<file path="src/rtl/rti_pkg.sv">
// ----------------------------------------------------------------------------
// rti_pkg : shared types and constants of the ray/triangle intersection block
// Operation codes, register indexes, wide word width and sequencer states.
// ----------------------------------------------------------------------------
package rti_pkg;

  localparam int FRAC_BITS_DEF = 16;
  localparam int WW            = 128;   // internal exact word width

  localparam logic [62:0] DET_EPS_RST = 63'd2814750;
  localparam logic [30:0] T_MIN_RST   = 31'd0;

  localparam logic OP_LOAD = 1'b0;
  localparam logic OP_TEST = 1'b1;

  localparam logic [1:0] REG_DET_EPS = 2'd0;
  localparam logic [1:0] REG_T_MIN   = 2'd1;

  typedef logic [WW-1:0] wide_t;

  // multiplier operand pair
  typedef struct packed {
    logic [33:0] a;
    logic [33:0] b;
  } mul_req_t;

  typedef enum logic [2:0] {
    S_IDLE,
    S_MUL,
    S_CHECK,
    S_DIV,
    S_OUT
  } state_t;

endpackage

</file>
<file path="src/rtl/rti_multiplier.sv">
// ----------------------------------------------------------------------------
// rti_multiplier : registered signed 34x34 multiplier
// Shared product unit; the result is registered and appears in the cycle after the operands.
// ----------------------------------------------------------------------------
module rti_multiplier
  import rti_pkg::*;
(
  input  logic     clk,
  input  mul_req_t req,
  output wide_t    prod
);

  logic signed [67:0] p_r;

  always_ff @(posedge clk) begin
    p_r <= $signed(req.a) * $signed(req.b);
  end

  assign prod = WW'(p_r);

endmodule
</file>
<file path="config.mk">
export PLATFORM = sky130hd
export DESIGN_NAME = rti_multiplier
export DESIGN_NICKNAME = d
export VERILOG_FILES = /design/src/rtl/rti_pkg.sv /design/src/rtl/rti_multiplier.sv
export SDC_FILE = /design/constraint.sdc
export NUM_CORES = 2
export LEC_CHECK = 0
export BUFFER_PORTS_ARGS = -buffer_cell sky130_fd_sc_hd__clkbuf_2
export CAP_MARGIN = 10
export CORE_MARGIN = 2
export CORE_UTILIZATION = 52
export CTS_BUF_LIST = sky130_fd_sc_hd__clkbuf_4
export CTS_CLUSTER_DIAMETER = 40
export DETAILED_ROUTE_END_ITERATION = 7
export HOLD_SLACK_MARGIN = 0.15
export PLACE_DENSITY_LB_ADDON = 0.2
export SYNTH_ARGS = -nofsm -noshare
export SYNTH_HDL_FRONTEND = slang
export SYNTH_SLANG_ARGS = --single-unit
</file>
<file path="constraint.sdc">
create_clock -name clk -period 9.5 [get_ports clk]
set_clock_uncertainty 0.05 [all_clocks]
set_input_delay 0.475 -clock clk [delete_from_list [all_inputs] [get_ports clk]]
set_output_delay 0.475 -clock clk [all_outputs]
set_load 0.01 [all_outputs]
</file>
=== Word level (Yosys, flattened, before mapping) ===
Cells that the tools add are included.

* Input bits: 69
* Word-level logic and storage cells: 2
* Register bits: 68

* Multipliers: 1

{| class="wikitable"
|+ Operators by type and width
! operator !! number
|-
| $mul 34x34->68 || 1
|}

=== Logic depth before layout (Yosys ltp) ===
* Depth after elaboration: 1
* Depth in mapped cells: 31
* Mapped depth without buffers: 29

=== Worst setup path after synthesis ===
No wires, ideal clock.

* Path type: input to register
* Start: in req[67] (netlist name)
* End: reg p_r[65]
* Stages: 24
* Arrival: 7.893 ns
* Path slack: 1.485 ns
* Path through: clkbuf_1 > nand2_1 > inv_1 > fa_1 > fa_1 > fa_1 > fa_1 > inv_1 > fa_1 > fa_1 > fa_1 > fa_1 > inv_1 > ha_1 > clkdlybuf4s50_2 > nand3_1 > or2_2 > nor2_1 > a221oi_1 > o21ai_0 > a31oi_2 > nor2_2 > o41ai_2 > xnor2_1

* Longest elaborated chain between the ends: 1

{| class="wikitable"
|+ Ends and longest elaborated chain
! element !! line !! source
|-
| start: declaration || rti_multiplier.sv:9 || <nowiki>input mul_req_t req,</nowiki>
|-
| $mul 34x34->68 || rti_multiplier.sv:16 || <nowiki>p_r <= $signed(req.a) * $signed(req.b);</nowiki>
|-
| end signal: assignment || rti_multiplier.sv:16 ||
|-
| end: declaration || rti_multiplier.sv:13 || <nowiki>logic signed [67:0] p_r;</nowiki>
|}

No other way between the ends.

=== Worst setup path in the final report ===
* Start: in req[10] (netlist name)
* End: reg p_r[66]

The elaborated chain is that of the path after synthesis.

==> impl_metrics.json <==
{
  "status": "finished, final reports clean",
  "viasPerCell": 5.23,
  "cts.path.max_buffers": 2,
  "fmax_mhz": 123,
  "end_kind": "register",
  "start_util_pct": 52.3,
  "finalNetCount": 6115,
  "regMostFlops": "p_r",
  "synth_area_mm2": 0.0435,
  "hold_viol_final": 0,
  "io-pin-count": 197,
  "synth_most_common_cell": "fa_1",
  "crit_type": "in -> reg",
  "cap_violations": 0,
  "grt_max_degree": 62,
  "placed_cells": 5670,
  "ys_warn_count": 0,
  "crit_fanout": 26,
  "cts_setup_buffers": 0,
  "syn_to_final_growth_pct": 3.87,
  "cts_hold_buffers": 0,
  "syn_inst": 4614,
  "cts-resized-gates": 0,
  "first_iter_violations": 1919,
  "overflow": 0,
  "synth.distinct_cells": 69,
  "syn_nets": 6128,
  "rsz0062_at_grt": "false",
  "period_needed_ns": 8.12,
  "cts_tree": "yes",
  "cts_root_buffer": "clkbuf_4",
  "avgSynthCellArea_um2": 9.42,
  "cts_buffers": 9,
  "reg_top3": "p_r x68",
  "remaining_drc_errors": 0,
  "hold_path.class": "in -> reg",
  "fillers": 7650,
  "num_rows": 106,
  "drive_gt1_share_pct": 6.77,
  "fin_crit_sh_pct": 85.5,
  "arrival_ns": 8.63,
  "grt_pass1_wl_um": 189000,
  "synth_edf_count": 0,
  "async_reset_ff_share_pct": 0,
  "die_x_um": 293,
  "synth_area_leaders": "fa_1 57%, inv_1 11%, and2_1 8.9%",
  "setup_viol": 0,
  "die-area_mm2": 0.0859,
  "clk_pin_slew_ns": 0.14,
  "drv_slew": 0,
  "synth-seq-cells": 68,
  "synthTopCellsByCount": "1,241 x fa_1, 1,231 x inv_1, 621 x and2_1",
  "yosysTopAreaCell": "fa_1",
  "drt_pass1_iterations": 5,
  "groute.usage.overall_pct": 29.1,
  "wl_um": 115000,
  "fin_setup_tns_ns": 0,
  "wl_per_cell_um": 20.2,
  "globalplace.congestion": 0.917,
  "cp_data_required_time_ns": 10.01,
  "cts.sinks": 68,
  "ant_nets": 0,
  "core-area_mm2": 0.0832,
  "grt_pass1_vias": 33400,
  "antenna_found_initial": 19,
  "yosysTopAreaCellShare_pct": 57.1,
  "synth_ff_type": "dfxtp_1",
  "largest_register_ffs": 68,
  "max_slew_margin_pct": 27.3,
  "port_buffers": 196,
  "tightest_slew_ns": 1.09,
  "dp_hpwl_um": 94600,
  "num_vias": 29800,
  "cts_max_level": 3,
  "layoutNonFillerInstCount": 5695,
  "start_kind": "primary input",
  "fp.dieH_um": 293,
  "ys_seq_area_share_pct": 3.13
}
==> kinds of logic (layout without fill, tap and decap cells) <==
family                     count (synthesis)  in the layout  synth area share, %
and+or+nand+nor                         1296           1296                 15.2
buffers and inverters                   1520           1512                 13.7
DFF                                       68             68                 3.13
adders and majority gates               1445           1445                 63.0
AOI/OAI and AO/OA                        206            206                 3.31
xor gates and xnor gates                  79             79                 1.59
other                                      0              9                    0
==> layout by cell type (no fill, tap or decap), types with 3 or more instances in the layout <==
master | synthesis | layout
fa_1 | 1241 | 1241
inv_1 | 1231 | 1231
and2_1 | 621 | 621
nand2_1 | 542 | 542
ha_1 | 204 | 204
clkbuf_2 | 2 | 196
buf_4 | 64 | 68
dfxtp_1 | 68 | 67
a21oi_1 | 61 | 61
xnor2_1 | 56 | 56
nor2_1 | 54 | 54
a21o_1 | 37 | 37
o21ai_0 | 31 | 31
xor2_1 | 23 | 23
nand2b_1 | 20 | 20
o21bai_1 | 12 | 12
nand4_1 | 11 | 11
nand3_1 | 11 | 11
diode_2 | 0 | 9
nor2b_1 | 9 | 9
clkbuf_4 | 1 | 9
o21ai_1 | 7 | 7
a31oi_1 | 7 | 7
a211oi_1 | 6 | 6
and3_1 | 5 | 5
nor3_1 | 5 | 5
or2_2 | 4 | 4
o21a_1 | 4 | 4
o41ai_2 | 3 | 3
and3_2 | 3 | 3
o211ai_1 | 3 | 3
a221oi_1 | 3 | 3
o41ai_1 | 3 | 3
==> final timing paths <==
path / cells past startpoint / start / endpoint / slack (ns)
max: 24 / req[10] / p_r[66] / 1.38
min: 3 / req[0] / p_r[0] / 0.40
==> stage by stage <==
stage | setup WS [ns] | instance area [um2] | hold WS, ns | utilization, %
5_1_grt | 1.05 | 45100 | 0.378 | 54.3
6_report | 1.38 | 45200 | 0.402 | 54.3
3_5_place_dp | 0.784 | 45000 | 0.811 | 54.1
3_3_place_gp | 0.855 | 45000 | 0.811 | 54.1
4_1_cts | 1.49 | 45100 | 0.333 | 54.3
2_1_floorplan | 1.48 | 43500 | 0.552 | -
==> cell type report <==
class	count	area [um2]	share of cell area, %
clock inverter	7	98.8	0.219
timing repair buffer	264	1490	3.30
multi-input combinational	3026	36100	80.0
clock buffer	9	67.6	0.150
tap	1080	1350	2.99
antenna	9	22.5	0.0499
inverter	1232	4620	10.2
sequential	68	1360	3.02
==> worst max-delay path, stage by stage <==
cell      delay (ns)
clkbuf_2        0.75
nand2_1         0.18
fa_1            0.59
fa_1            0.62
fa_1            0.56
inv_1           0.05
fa_1            0.48
fa_1            0.50
fa_1            0.49
fa_1            0.49
inv_1           0.06
fa_1            0.49
inv_1           0.04
ha_1            0.43
a21oi_1         0.11
o21bai_1        0.19
a21oi_1         0.13
o21ai_2         0.28
a31oi_1         0.27
o41ai_1         0.64
a31oi_4         0.13
o31ai_4         0.39
a221oi_2        0.11
xnor2_1         0.13
==> layer usage <==
metal	wire (um)	vias up	global-route usage, %	part of all wire (%)
met5	90	-	0	0.078
met4	4230	14	10.1	3.7
met3	9830	226	6.49	8.5
met2	54800	1054	47.0	48
met1	46200	15600	38.9	40
li1	-	12900	-	-
Power is not shown: default switching activity piles up to over one toggle a cycle in this logic, so the estimate is an artifact.
