===== config.mk =====
export PLATFORM = sky130hd
export DESIGN_NAME = rti_divider
export DESIGN_NICKNAME = d
export VERILOG_FILES = /design/src/rtl/rti_pkg.sv /design/src/rtl/rti_divider.sv
export SDC_FILE = /design/constraint.sdc
export NUM_CORES = 1
export LEC_CHECK = 0
export BUFFER_PORTS_ARGS = -buffer_cell sky130_fd_sc_hd__buf_2
export CAP_MARGIN = 15
export CORE_MARGIN = 10
export CORE_UTILIZATION = 54
export CTS_CLUSTER_SIZE = 8
export DETAILED_ROUTE_END_ITERATION = 8
export PLACE_DENSITY = 0.75
export SKIP_LAST_GASP = 1
export SYNTH_ARGS = -nofsm -noshare
export SYNTH_HDL_FRONTEND = slang
export SYNTH_SLANG_ARGS = --single-unit

===== constraint.sdc =====
create_clock -name clk -period 10.16 [get_ports clk]
set_input_delay 1.524 -clock clk [delete_from_list [all_inputs] [get_ports clk]]
set_output_delay 1.524 -clock clk [all_outputs]
set_load 0.01 [all_outputs]

===== src/rtl/rti_pkg.sv =====
// ----------------------------------------------------------------------------
// rti_pkg : shared types and constants of the ray/triangle intersection block
// Operation codes, register indexes, wide word width and sequencer states.
// ----------------------------------------------------------------------------
package rti_pkg;

  localparam int FRAC_BITS_DEF = 16;
  localparam int WW            = 128;   // internal exact word width

  localparam logic [62:0] DET_EPS_RST = 63'd2814750;
  localparam logic [30:0] T_MIN_RST   = 31'd0;

  localparam logic OP_LOAD = 1'b0;
  localparam logic OP_TEST = 1'b1;

  localparam logic [1:0] REG_DET_EPS = 2'd0;
  localparam logic [1:0] REG_T_MIN   = 2'd1;

  typedef logic [WW-1:0] wide_t;

  // multiplier operand pair
  typedef struct packed {
    logic [33:0] a;
    logic [33:0] b;
  } mul_req_t;

  typedef enum logic [2:0] {
    S_IDLE,
    S_MUL,
    S_CHECK,
    S_DIV,
    S_OUT
  } state_t;

endpackage


===== src/rtl/rti_divider.sv =====
// ----------------------------------------------------------------------------
// rti_divider : restoring divider, one quotient bit per cycle
// Divides a nonnegative wide numerator by a positive wide divisor.
// ----------------------------------------------------------------------------
module rti_divider
  import rti_pkg::*;
(
  input  logic  clk,
  input  logic  rst_n,
  input  logic  start,
  input  wide_t num,
  input  wide_t den,
  output logic  done,
  output wide_t quo
);

  wide_t n_r, n_nxt, r_r, r_nxt, q_r, q_nxt, d_r, d_nxt;
  logic [7:0] cnt_r, cnt_nxt;
  logic busy_r, busy_nxt, done_r, done_nxt;
  logic [WW:0] rs, diff;

  always_comb begin
    n_nxt = n_r; r_nxt = r_r; q_nxt = q_r; d_nxt = d_r;
    cnt_nxt = cnt_r; busy_nxt = busy_r; done_nxt = 1'b0;
    rs   = {r_r, n_r[WW-1]};
    diff = rs - {1'b0, d_r};
    if (start) begin
      n_nxt = num; d_nxt = den; r_nxt = '0; q_nxt = '0;
      cnt_nxt = 8'(WW); busy_nxt = 1'b1;
    end else if (busy_r) begin
      n_nxt = {n_r[WW-2:0], 1'b0};
      if (!diff[WW]) begin
        r_nxt = diff[WW-1:0];
        q_nxt = {q_r[WW-2:0], 1'b1};
      end else begin
        r_nxt = rs[WW-1:0];
        q_nxt = {q_r[WW-2:0], 1'b0};
      end
      cnt_nxt = cnt_r - 8'd1;
      if (cnt_r == 8'd1) begin
        busy_nxt = 1'b0; done_nxt = 1'b1;
      end
    end
  end

  always_ff @(posedge clk) begin
    if (!rst_n) begin
      busy_r <= 1'b0; done_r <= 1'b0; cnt_r <= '0;
    end else begin
      busy_r <= busy_nxt; done_r <= done_nxt; cnt_r <= cnt_nxt;
    end
    n_r <= n_nxt; r_r <= r_nxt; q_r <= q_nxt; d_r <= d_nxt;
  end

  assign done = done_r;
  assign quo  = q_r;

endmodule


After elaboration in Yosys (flattened, before gate mapping)
Index checks and enable logic that the tools add are counted.
{"block": "word_totals", "in_bits": 259, "output_inout_bits": 129, "word_cells": 26, "regBits": 522}
{"block": "op_classes", "n_bitwise": 2, "addsub": 2, "reduce_logical": 3, "muxes": 10, "eq_ne": 1}
{"operator": "$mux W128", "count": 3}
{"operator": "$sub A129 B128 Y129", "count": 1}
{"operator": "$mux W8", "count": 2}
{"operator": "$eq A8 B1 Y1 const B", "count": 1}
{"operator": "$sub A8 B1 Y8 const B", "count": 1}
{"operator": "$mux W1", "count": 5}
{"operator": "$reduce_or A3 Y1", "count": 1}
{"operator": "$not A1 Y1", "count": 2}
{"operator": "$reduce_bool A2 Y1", "count": 1}
{"operator": "$reduce_or A2 Y1", "count": 1}

Longest topological paths before layout
Gate-level depths: netlist (run 1).
{"block": "logic_depth", "ltp_word": 4, "mapped_depth": 16, "ltp_nobuf": 15}

Least setup slack after synthesis (run 1)
Ideal clock, no wire load.
{"block": "synth_timing", "path_type": "input -> register", "startpoint": "input port start", "endpoint": "register n_r[0], enable pin", "path_buffers": 2, "required_time_ns": 9.679, "cell_stages": 4, "arrival_ns": 4.650, "slack_ns": 5.029, "setup_ns": 0.481, "path_cell_list": "clkbuf_1 -> nor2_1 -> clkbuf_1 -> inv_1"}
{"block": "synth_via", "elab_chain_len": 1}
{"item": "start, declared", "line": "rti_divider.sv:10", "source": "input logic start,"}
{"item": "$reduce_bool A2 Y1 (no source line)"}
{"item": "end signal, assigned", "line": "rti_divider.sv:52", "source": "n_r <= n_nxt; r_r <= r_nxt; q_r <= q_nxt; d_r <= d_nxt;"}
{"item": "end, declared", "line": "rti_divider.sv:17", "source": "wide_t n_r, n_nxt, r_r, r_nxt, q_r, q_nxt, d_r, d_nxt;"}
No other way between the ends.
A chain may end at the register's enable or synchronous reset.

Final worst setup path (run 1)
{"block": "layout_timing", "startpoint": "register n_r[127]", "endpoint": "register r_r[77]"}
{"block": "layout_via", "elab_chain_len": 2}
{"item": "$sub A129 B128 Y129", "line": "rti_divider.sv:26", "source": "diff = rs - {1'b0, d_r};"}
{"item": "$mux W128", "line": "rti_divider.sv:32", "source": "if (!diff[WW]) begin"}
{"item": "end signal, assigned", "line": "rti_divider.sv:52"}
{"item": "end, declared", "line": "rti_divider.sv:17"}
No other way between the ends.

==> metrics, run 1 <==
power dissipated by switching net loads=1.77 mW; total internal power=4.26 mW; cells along the critical path=inv_1, ha_1, fa_1, nand2b_1, a21oi_1, o21ai_1, o211ai_2, and4_1, o21ai_1, o21ai_4, xor2_4, buf_4, nand2_1, o221ai_1; clock-pin slew reported for the worst setup and hold paths after clock tree synthesis=0.05 ns; Congestion Overflow GR=0; commonest cells after routing, fill and taps aside=386 x sky130_fd_sc_hd__buf_2, 372 x sky130_fd_sc_hd__nor2_1, 309 x sky130_fd_sc_hd__nand2_1, 265 x sky130_fd_sc_hd__dfxtp_1, 260 x sky130_fd_sc_hd__a21oi_1; switching portion of total power=0.294; combinational family with the most area after synthesis=compound AO/OA/AOI/OAI gates; number of nets with antenna violations after detailed routing=0; depth of the CTS H-tree=3; simple logic cell fraction of the synthesized area=0.135; launch point of the worst reg-to-reg path=n_r[127]; Die Area=63600 µm²; Top Family by Delay on Critical Path=compound AO/OA/AOI/OAI gates; Synth Area in XOR/XNOR=0.0382; count of endpoints failing setup in the final report=0; Iter 0 DRT Violations=2169; number of synthesized flops with an enable pin=256; portion of the post-synthesis area used by sequential elements=0.447; Top Ports=388; proportion of synthesized area in mux cells=0.0949; final setup TNS=0 ns; number of synthesized register bits=522; CTS Sinks=522; Crit-path slowest cell=sky130_fd_sc_hd__nand2_1; result of the run=completed; clk root buf=sky130_fd_sc_hd__clkbuf_16; most common library cell in the layout ignoring fill and taps=sky130_fd_sc_hd__buf_2; startpoint type of the worst setup path=register; Post-Place Cells=3999; FF-to-FF path depth=14; power density over the cells=180 nW/µm²; Slowest Stage Delay on Critical Path=0.79 ns; transition time at the pin with the least slew margin=1.20 ns; cell area after technology mapping=29100 µm²; critical path endpoint category=register; DRC viols=0; vias in the first global route=24200; source-to-sink clock delay at the later pin of the worst-skew pair=0.62 ns; min setup slack post-route=5.43 ns; part of the power in registers=0.406; Unique masters post-synth=92; quantity of gates resized following cts=0; IO Port Bufs=387; most used cell along the critical path=sky130_fd_sc_hd__o21ai_1; total CTS buffers=76; fraction of final layout cells with drive strength greater than 1=0.202; final cell count without fillers=4135; CTS Buffer Depth=3; fill cell instance count of the final layout=4479; largest net degree at the start of global routing=98; number of instances in the synthesized netlist=3068; final max-slew violation count=0; wire length of the first global-routing pass=133000 µm; Period minus WS final=4.73 ns; period utilisation layout=0.465; Die Y=252 µm; Core Region=53600 µm²; number of nets in the layout=3771; Die Span X=252 µm; hold path startpoint=r_r[52]; end of the worst register-to-register path=r_r[77]; FFs w/ async S/R, synth=0; Row Count=85; share of power burned in the clock network=0.389; power after layout=6.04 mW; max-cap check violation count=0; DP HPWL=64000 µm; worst-case clock skew=0.0308 ns; critical path data arrival time=5.23 ns; Initial DRT Pass Iterations=6; required time of the worst setup path=10.66 ns; worst rel slew slack=0.198; number of setup buffers added after CTS=0; leading register cell type out of synthesis=sky130_fd_sc_hd__dfxtp_1; share of total power in combinational logic=0.205; TritonCTS clock tree=done; combined buffer and inverter count along the critical path=2; largest fanout on the critical path=36; Post-Route WL=85600 µm; cell area after placement=31300 µm²; final design area excluding fillers=33500 µm²; Place WS=5.48 ns; class of the most critical setup path=reg2reg; Syn Nets=3458; adder-cell share of the synthesized area=0.0566; Endpoint, Worst Hold=r_r[52]; Yosys warning count=0; Peak Freq=211 MHz; RSZ-0062 raised after global routing=false; initial core utilization=0.543; Mean Syn Cell Area=9.49 µm²; DR WL/cell=20.7 µm; compound-gate portion of the synthesized area=0.178; leakage power=13.9 nW; per-cell via count in the routed design=5.91; worst min path class=reg2reg; area growth from synthesis to final layout=15.2%; register-to-register path setup slack=5.43 ns; total via count after detailed routing=24400; CTS hold repair buffers=0; worst hold path cell count=2; antenna violations before repair=13; final weighted congestion of routability-driven global placement=1.00; final hold violation count=0; all-layer global routing usage=0.260; worst vdd rail ir drop=0.145 mV
how the worst max path moves through the flow:
stage                   from       end  depth (start not counted)
floorplan              start    n_r[0]                          4
global placement    n_r[127]   r_r[81]                         16
detailed placement  n_r[127]  r_r[110]                         14
CTS                 n_r[127]  r_r[110]                         14
global route        n_r[127]  r_r[110]                         14
finish              n_r[127]   r_r[77]                         14
state kept, by name, indices dropped and copies added, names as in the netlist:
signal / flops
quo: 128
r_r: 128
n_r: 128
busy_r: 1
d_r: 128
done: 1
cnt_r: 8
power groups by stage:
stage	combinational [mW]	clock [mW]	sequential, mW
after floorplan	0.917	0	2.46
after global placement	1.19	0	2.48
after detailed placement	1.21	0	2.49
after CTS	1.22	2.40	2.45
after global routing	1.36	2.50	2.47
final	1.24	2.35	2.45
metrics by stage:
step | hold slack (ns) | util
3_5_place_dp | 0.476 | 0.584
2_1_floorplan | 0.453 | -
5_1_grt | 0.513 | 0.626
4_1_cts | 0.482 | 0.625
3_3_place_gp | 0.467 | 0.584
6_report | 0.483 | 0.626
synth_stat cells, types with 12 or more instances:
cell type,number,share of area
sky130_fd_sc_hd__mux2i_1,133,0.046
sky130_fd_sc_hd__xnor2_1,86,0.026
sky130_fd_sc_hd__buf_1,28,0.0036
sky130_fd_sc_hd__nor2b_1,12,0.0026
sky130_fd_sc_hd__nor4_1,12,0.0026
sky130_fd_sc_hd__xor2_1,36,0.011
sky130_fd_sc_hd__o31ai_1,14,0.0036
sky130_fd_sc_hd__a211oi_1,22,0.0057
sky130_fd_sc_hd__a21oi_1,260,0.045
sky130_fd_sc_hd__o21a_1,15,0.0039
sky130_fd_sc_hd__nand4_1,66,0.014
sky130_fd_sc_hd__nor3_1,38,0.0065
sky130_fd_sc_hd__a311oi_1,31,0.0093
sky130_fd_sc_hd__nand2_1,309,0.040
sky130_fd_sc_hd__o21bai_1,38,0.0098
sky130_fd_sc_hd__o211ai_1,16,0.0041
sky130_fd_sc_hd__a21o_1,46,0.012
sky130_fd_sc_hd__inv_1,177,0.023
sky130_fd_sc_hd__ha_1,130,0.056
sky130_fd_sc_hd__a311oi_2,30,0.015
sky130_fd_sc_hd__a22oi_1,23,0.0059
sky130_fd_sc_hd__nand3_1,28,0.0048
sky130_fd_sc_hd__o21ai_0,150,0.026
sky130_fd_sc_hd__edfxtp_1,256,0.26
sky130_fd_sc_hd__nor2_1,373,0.048
sky130_fd_sc_hd__clkbuf_1,95,0.012
sky130_fd_sc_hd__buf_6,12,0.0046
sky130_fd_sc_hd__buf_2,24,0.0041
sky130_fd_sc_hd__and3_1,15,0.0032
sky130_fd_sc_hd__dfxtp_1,266,0.18
sky130_fd_sc_hd__o21ai_1,21,0.0036
sky130_fd_sc_hd__a31oi_1,20,0.0043
sky130_fd_sc_hd__mux2_2,127,0.049
cell families (layout without fill, tap and decap cells):
group,after synthesis,in the layout
and+or+nand+nor,906,906
AOI/OAI and AO/OA,777,777
DFF,522,522
buffers and inverters,348,713
muxes,260,260
adders and majority gates,131,131
xor gates and xnor gates,124,124
other,0,6
area by class of cell:
cell class / count / area (µm²) / share of cell area
Clock buffer: 121 / 2080 / 0.0620
Tap cell: 696 / 871 / 0.0260
Clock inverter: 9 / 148 / 0.00440
Multi-Input combinational cell: 2198 / 14700 / 0.437
Timing Repair Buffer: 405 / 2080 / 0.0621
Inverter: 178 / 671 / 0.0200
Antenna cell: 6 / 15.0 / 0.000448
Sequential cell: 522 / 13000 / 0.388
routing by layer:
layer | vias up | GRT usage | routed length (µm)
met1 | 11600 | 0.346 | 37900
met4 | 14 | 0.0874 | 2170
li1 | 11700 | - | -
met5 | - | 0 | 66
met3 | 157 | 0.0669 | 7320
met2 | 948 | 0.406 | 38100
tightest hold or removal path, cell delays in order, from the launching register on:
cell                      delay (ns)
sky130_fd_sc_hd__dfxtp_1        0.32
sky130_fd_sc_hd__nand2_1        0.05
sky130_fd_sc_hd__o21ai_0        0.06
Note: power is estimated with default switching activity, not from simulation.
==> run 2: changes to the inputs <==
==> constraint.sdc (replaced) <==
create_clock -name clk -period 4.39 [get_ports clk]
set_input_delay 0.6585 -clock clk [delete_from_list [all_inputs] [get_ports clk]]
set_output_delay 0.6585 -clock clk [all_outputs]
set_load 0.01 [all_outputs]
==> run 2 against run 1 <==
  * Design area is 0.97% higher
  * Clock-buffer cell count up 1
  * Critical path depth is the same
  * Non-clock buffer count is 29 higher
  * Final cell count rose by 0.65%
  * Die area is the same
  * First-iteration DRC count fell by 10%
  * Setup slack worse by 5.2 ns
  * Combinational power is 140% higher
  * Register-to-register slack worse by 5.2 ns
  * Largest cell class unchanged
==> metrics, run 2 (synthesis results as in run 1) <==
critical path data arrival time=4.67 ns (-0.56 ns); Top Family by Delay on Critical Path=simple AND/OR/NAND/NOR gates; Slowest Stage Delay on Critical Path=0.59 ns (-0.20 ns); leakage power=14.1 nW (+1.3%); class of the most critical setup path=reg2reg; largest fanout on the critical path=5 (-86%); Place WS=0.217 ns (-5.26 ns); total via count after detailed routing=24800 (+1.5%); cell area after placement=31600 µm² (+0.87%); worst hold margin=0.209 ns (-0.273 ns); result of the run=completed; number of nets in the layout=3800 (+0.77%); largest net degree at the start of global routing=222 (+130%); DR WL/cell=21.1 µm (+2.1%); power after layout=14.1 mW (+130%); worst rel slew slack=0.168 (-0.0304); most common library cell in the layout ignoring fill and taps=sky130_fd_sc_hd__buf_2; Post-Place Cells=4027 (+0.70%); power density over the cells=417 nW/µm² (+130%); IO Port Bufs=387 (unchanged); wire length of the first global-routing pass=137000 µm (+2.4%); per-cell via count in the routed design=5.96 (+0.83%); Die Area=63600 µm² (unchanged); transition time at the pin with the least slew margin=1.25 ns (+0.0469 ns); Crit-path slowest cell=sky130_fd_sc_hd__nor4_1; CTS Sinks=522 (unchanged); final hold violation count=0 (unchanged); cells along the critical path=ha_1, nand2_1, o21ai_1, a21oi_1, o31ai_1, or3_1, o21ai_1, nor3_1, nor3_1, buf_4, nor4_1, mux2i_1, nor2_1, a2111oi_2; fill cell instance count of the final layout=4435 (-0.98%); commonest cells after routing, fill and taps aside=386 x sky130_fd_sc_hd__buf_2, 372 x sky130_fd_sc_hd__nor2_1, 309 x sky130_fd_sc_hd__nand2_1, 265 x sky130_fd_sc_hd__dfxtp_1, 260 x sky130_fd_sc_hd__a21oi_1; final cell count without fillers=4162 (+0.65%); area of the multi-input gates=14700 µm² (unchanged); worst vdd rail ir drop=0.320 mV (+120%); antenna violations before repair=10 (-3); final max-slew violation count=0 (unchanged); worst-case clock skew=0.0311 ns (+0.000370 ns); Congestion Overflow GR=0 (unchanged); fraction of final layout cells with drive strength greater than 1=0.209 (+0.00668); combined buffer and inverter count along the critical path=1 (-1); clk root buf=sky130_fd_sc_hd__clkbuf_16; final weighted congestion of routability-driven global placement=1.05 (+4.4%); Iter 0 DRT Violations=1944 (-10%); Final Util=0.632 (+0.00609); Row Count=85 (unchanged); Top Ports=388 (unchanged); area growth from synthesis to final layout=16.3%; min setup slack post-route=0.238 ns (-5.19 ns); clock-pin slew reported for the worst setup and hold paths after clock tree synthesis=0.06 ns (about the same); TritonCTS clock tree=done; period utilisation layout=0.946 (+0.480); flip-flop and latch area=13000 µm² (unchanged); vias in the first global route=24500 (+1.2%); initial core utilization=0.543 (unchanged); depth of the CTS H-tree=3 (unchanged); number of setup buffers added after CTS=0 (unchanged); count of endpoints failing setup in the final report=0 (unchanged); worst min path class=in2reg; final design area excluding fillers=33900 µm² (+0.97%); Peak Freq=241 MHz (+14%); Period minus WS final=4.15 ns (-0.577 ns); Core Region=53600 µm² (unchanged); critical path endpoint category=register; startpoint type of the worst setup path=register; source-to-sink clock delay at the later pin of the worst-skew pair=0.63 ns (about the same); Post-Route WL=87900 µm (+2.7%); RSZ-0062 raised after global routing=false; Initial DRT Pass Iterations=6 (unchanged); number of nets with antenna violations after detailed routing=0 (unchanged); Die Span X=252 µm (unchanged); required time of the worst setup path=4.91 ns (-5.75 ns); total CTS buffers=76 (unchanged); Die Y=252 µm (unchanged); DRC viols=0 (unchanged); CTS Buffer Depth=3 (unchanged); final setup TNS=0 ns (unchanged); DP HPWL=64700 µm (+1.1%); max-cap check violation count=0 (unchanged); all-layer global routing usage=0.268 (+0.00726)
## run 2: cell count changes in the layout (fill, tap and decap cells not counted), moves of 2 or more
cell | previous run | this run
sky130_fd_sc_hd__buf_4 | 18 | 41
sky130_fd_sc_hd__buf_12 | 0 | 5
sky130_fd_sc_hd__inv_6 | 2 | 0
sky130_fd_sc_hd__clkinv_2 | 2 | 0
sky130_fd_sc_hd__diode_2 | 6 | 4
## run 2: final timing paths
kind                                from        to  slack (ns)  cells past startpoint
worst max-delay path             r_r[28]  r_r[123]        0.24                     14
worst min-delay path            den[111]  d_r[111]        0.21                      1
worst max register to register   r_r[28]  r_r[123]        0.24                     14
worst min register to register  cnt_r[1]  cnt_r[1]        0.49                      2
## run 2: what timing repair did
action | 4_1_cts | 5_1_grt
gates resized for setup | 0 | 1
setup endpoints to repair | 0 | 1
hold buffers | 0 | 0
## run 2: layout make-up
class                      count  share of cell area
inverter                     178              0.0198
clock inverter                 8             0.00488
tap                          696              0.0257
clock buffer                 122              0.0618
timing repair buffer         434              0.0703
antenna                        4            0.000296
multi-input combinational   2198               0.433
sequential                   522               0.384
## run 2: where the power goes
part           internal (mW)  switching [mW]  total (mW)
clock                   3.29            2.21        5.50
combinational           1.11            1.84        2.95
sequential              5.50           0.173        5.67
## run 2: metal layers
| metal | track usage | up-vias | wire (µm) |
|---|---|---|---|
| met5 | 0 | - | 80 |
| met4 | 0.0808 | 12 | 1970 |
| met3 | 0.0729 | 140 | 7930 |
| met2 | 0.424 | 1013 | 40000 |
| met1 | 0.352 | 11900 | 38000 |
| li1 | - | 11700 | - |
==> run 3: changes to the inputs <==
--- a/config.mk
+++ b/config.mk
@@ -7,12 +7,14 @@
 export LEC_CHECK = 0
 export BUFFER_PORTS_ARGS = -buffer_cell sky130_fd_sc_hd__buf_2
 export CAP_MARGIN = 15
-export CORE_MARGIN = 10
+export CORE_MARGIN = 2
 export CORE_UTILIZATION = 54
+export CTS_BUF_LIST = sky130_fd_sc_hd__clkbuf_8
 export CTS_CLUSTER_SIZE = 8
 export DETAILED_ROUTE_END_ITERATION = 8
 export PLACE_DENSITY = 0.75
 export SKIP_LAST_GASP = 1
+export SLEW_MARGIN = 20
 export SYNTH_ARGS = -nofsm -noshare
 export SYNTH_HDL_FRONTEND = slang
 export SYNTH_SLANG_ARGS = --single-unit
==> run 3 against run 2 <==
  * Wire length fell by 4.2%
  * First-iteration DRC count is 1.2% lower
  * Sequential power is essentially flat
  * Fmax increased by 1.8%
  * Sequential share of layout area increased by 0.44 points
  * Design area is 1.1% lower
  * Hold slack worse by 0.089 ns
  * Non-clock buffer count did not move
  * Clock power decreased by 18%
  * Sequential cell count unchanged
  * Register-to-register slack improved by 0.07 ns
  * Global-route usage up 2.8 points
  * Largest power group unchanged
  * Highest routed layer unchanged
==> metrics, run 3 (synthesis results as in run 1) <==
DRC viols=0 (unchanged); worst hold margin=0.120 ns (-0.0893 ns); commonest cells after routing, fill and taps aside=386 x sky130_fd_sc_hd__buf_2, 372 x sky130_fd_sc_hd__nor2_1, 309 x sky130_fd_sc_hd__nand2_1, 265 x sky130_fd_sc_hd__dfxtp_1, 260 x sky130_fd_sc_hd__a21oi_1; Die Y=236 µm (-6.3%); DR WL/cell=20.1 µm (-5.0%); period utilisation layout=0.929 (-0.0167); worst rel slew slack=0.362 (+0.194); number of setup buffers added after CTS=0 (unchanged); required time of the worst setup path=4.96 ns (+0.05 ns); min setup slack post-route=0.312 ns (+0.0733 ns); cell area after placement=31600 µm² (+0.10%); Iter 0 DRT Violations=1920 (-1.2%); critical path endpoint category=register; IO Port Bufs=387 (unchanged); clk root buf=sky130_fd_sc_hd__clkbuf_8; transition time at the pin with the least slew margin=0.957 ns (-0.292 ns); Final Util=0.625 (-0.00714); final design area excluding fillers=33500 µm² (-1.1%); fraction of final layout cells with drive strength greater than 1=0.217 (+0.00826); CTS Sinks=522 (unchanged); Row Count=85 (unchanged); number of nets in the layout=3813 (+0.34%); Post-Place Cells=4028 (+0.025%); CTS Buffer Depth=3 (unchanged); number of nets with antenna violations after detailed routing=0 (unchanged); total CTS buffers=89 (+17%); Congestion Overflow GR=0 (unchanged); final cell count without fillers=4199 (+0.89%); final max-slew violation count=0 (unchanged); antenna violations before repair=9 (-1); vias in the first global route=24500 (-0.10%); Peak Freq=245 MHz (+1.8%); cells along the critical path=inv_1, ha_1, fa_1, nand2b_1, a21oi_1, o21ai_1, o211ai_2, and4_1, o21ai_1, o21ai_4, xor2_4, clkbuf_16, nand2_1, a311oi_1; largest fanout on the critical path=74 (+69); initial core utilization=0.543 (unchanged); result of the run=completed; worst vdd rail ir drop=0.279 mV (-13%); largest net degree at the start of global routing=155 (-30%); area growth from synthesis to final layout=15.0%; clock-pin slew reported for the worst setup and hold paths after clock tree synthesis=0.07 ns (about the same); leakage power=14.1 nW (about the same); power after layout=13.1 mW (-7.0%); worst-case clock skew=0.0299 ns (-0.00120 ns); depth of the CTS H-tree=3 (unchanged); worst min path class=in2reg; Slowest Stage Delay on Critical Path=0.42 ns (-0.17 ns); most common library cell in the layout ignoring fill and taps=sky130_fd_sc_hd__buf_2; Crit-path slowest cell=sky130_fd_sc_hd__fa_1; TritonCTS clock tree=done; final weighted congestion of routability-driven global placement=0.972 (-7.3%); critical path data arrival time=4.65 ns (-0.02 ns); final hold violation count=0 (unchanged); DP HPWL=62400 µm (-3.5%); Post-Route WL=84200 µm (-4.2%); all-layer global routing usage=0.295 (+0.0277); wire length of the first global-routing pass=132000 µm (-3.3%); final setup TNS=0 ns (unchanged); Core Region=53600 µm² (unchanged); Initial DRT Pass Iterations=6 (unchanged); Die Area=55800 µm² (-12%); per-cell via count in the routed design=5.90 (-1.0%); source-to-sink clock delay at the later pin of the worst-skew pair=0.71 ns (+0.08 ns); Period minus WS final=4.08 ns (-0.0733 ns); count of endpoints failing setup in the final report=0 (unchanged); RSZ-0062 raised after global routing=false; max-cap check violation count=0 (unchanged); power density over the cells=392 nW/µm² (-5.9%); most used cell along the critical path=sky130_fd_sc_hd__o21ai_1; class of the most critical setup path=reg2reg; total via count after detailed routing=24800 (-0.14%); Die Span X=236 µm (-6.3%); startpoint type of the worst setup path=register; Place WS=0.362 ns (+0.144 ns); Top Ports=388 (unchanged)
[run 3: routing by layer]
metal  track usage  vias to the layer above  wire length (µm)
met5             0                        -                49
met4        0.0880                       10              2000
met3        0.0769                      141              7280
met2         0.466                     1068             37500
met1         0.400                    11800             37500
li1              -                    11800                 -
[run 3: where the power goes]
group / internal, mW / switching, mW
combinational: 1.11 / 1.85
sequential: 5.49 / 0.169
clock: 2.48 / 2.04
total: 9.08 / 4.06
[run 3: final cells by class]
class / count / area [µm²]
inverters: 178 / 671
repair buffers: 434 / 2390
well taps: 696 / 871
multi-input cells: 2198 / 14700
flip-flops and latches: 522 / 13000
fillers: 4506 / 20100
diodes: 7 / 17.5
clock buffers: 104 / 1430
clock inverters: 60 / 428
[run 3: path summary, 6_finish.rpt]
check	from	end	slack [ns]	depth (start not counted)
worst min-delay path	den[76]	d_r[76]	0.12	1
worst max register to register	n_r[127]	r_r[27]	0.31	14
worst min register to register	quo[0]	quo[0]	0.48	2
worst max-delay path	n_r[127]	r_r[27]	0.31	14
[run 3: critical path, delay by kind of cell, from the launching register on]
kind	cells	cell delay, ns
buffers and inverters	2	0.42
AO/OA/AOI/OAI	6	1.61
adder cells (fa/ha/maj)	2	0.65
flip-flops	1	0.34
AND/OR/NAND/NOR	3	0.65
XOR/XNOR	1	0.23
[run 3: timing repair]
action,4_1_cts,5_1_grt
setup endpoints to repair,0,1
hold buffers,0,0
resized for setup,0,1
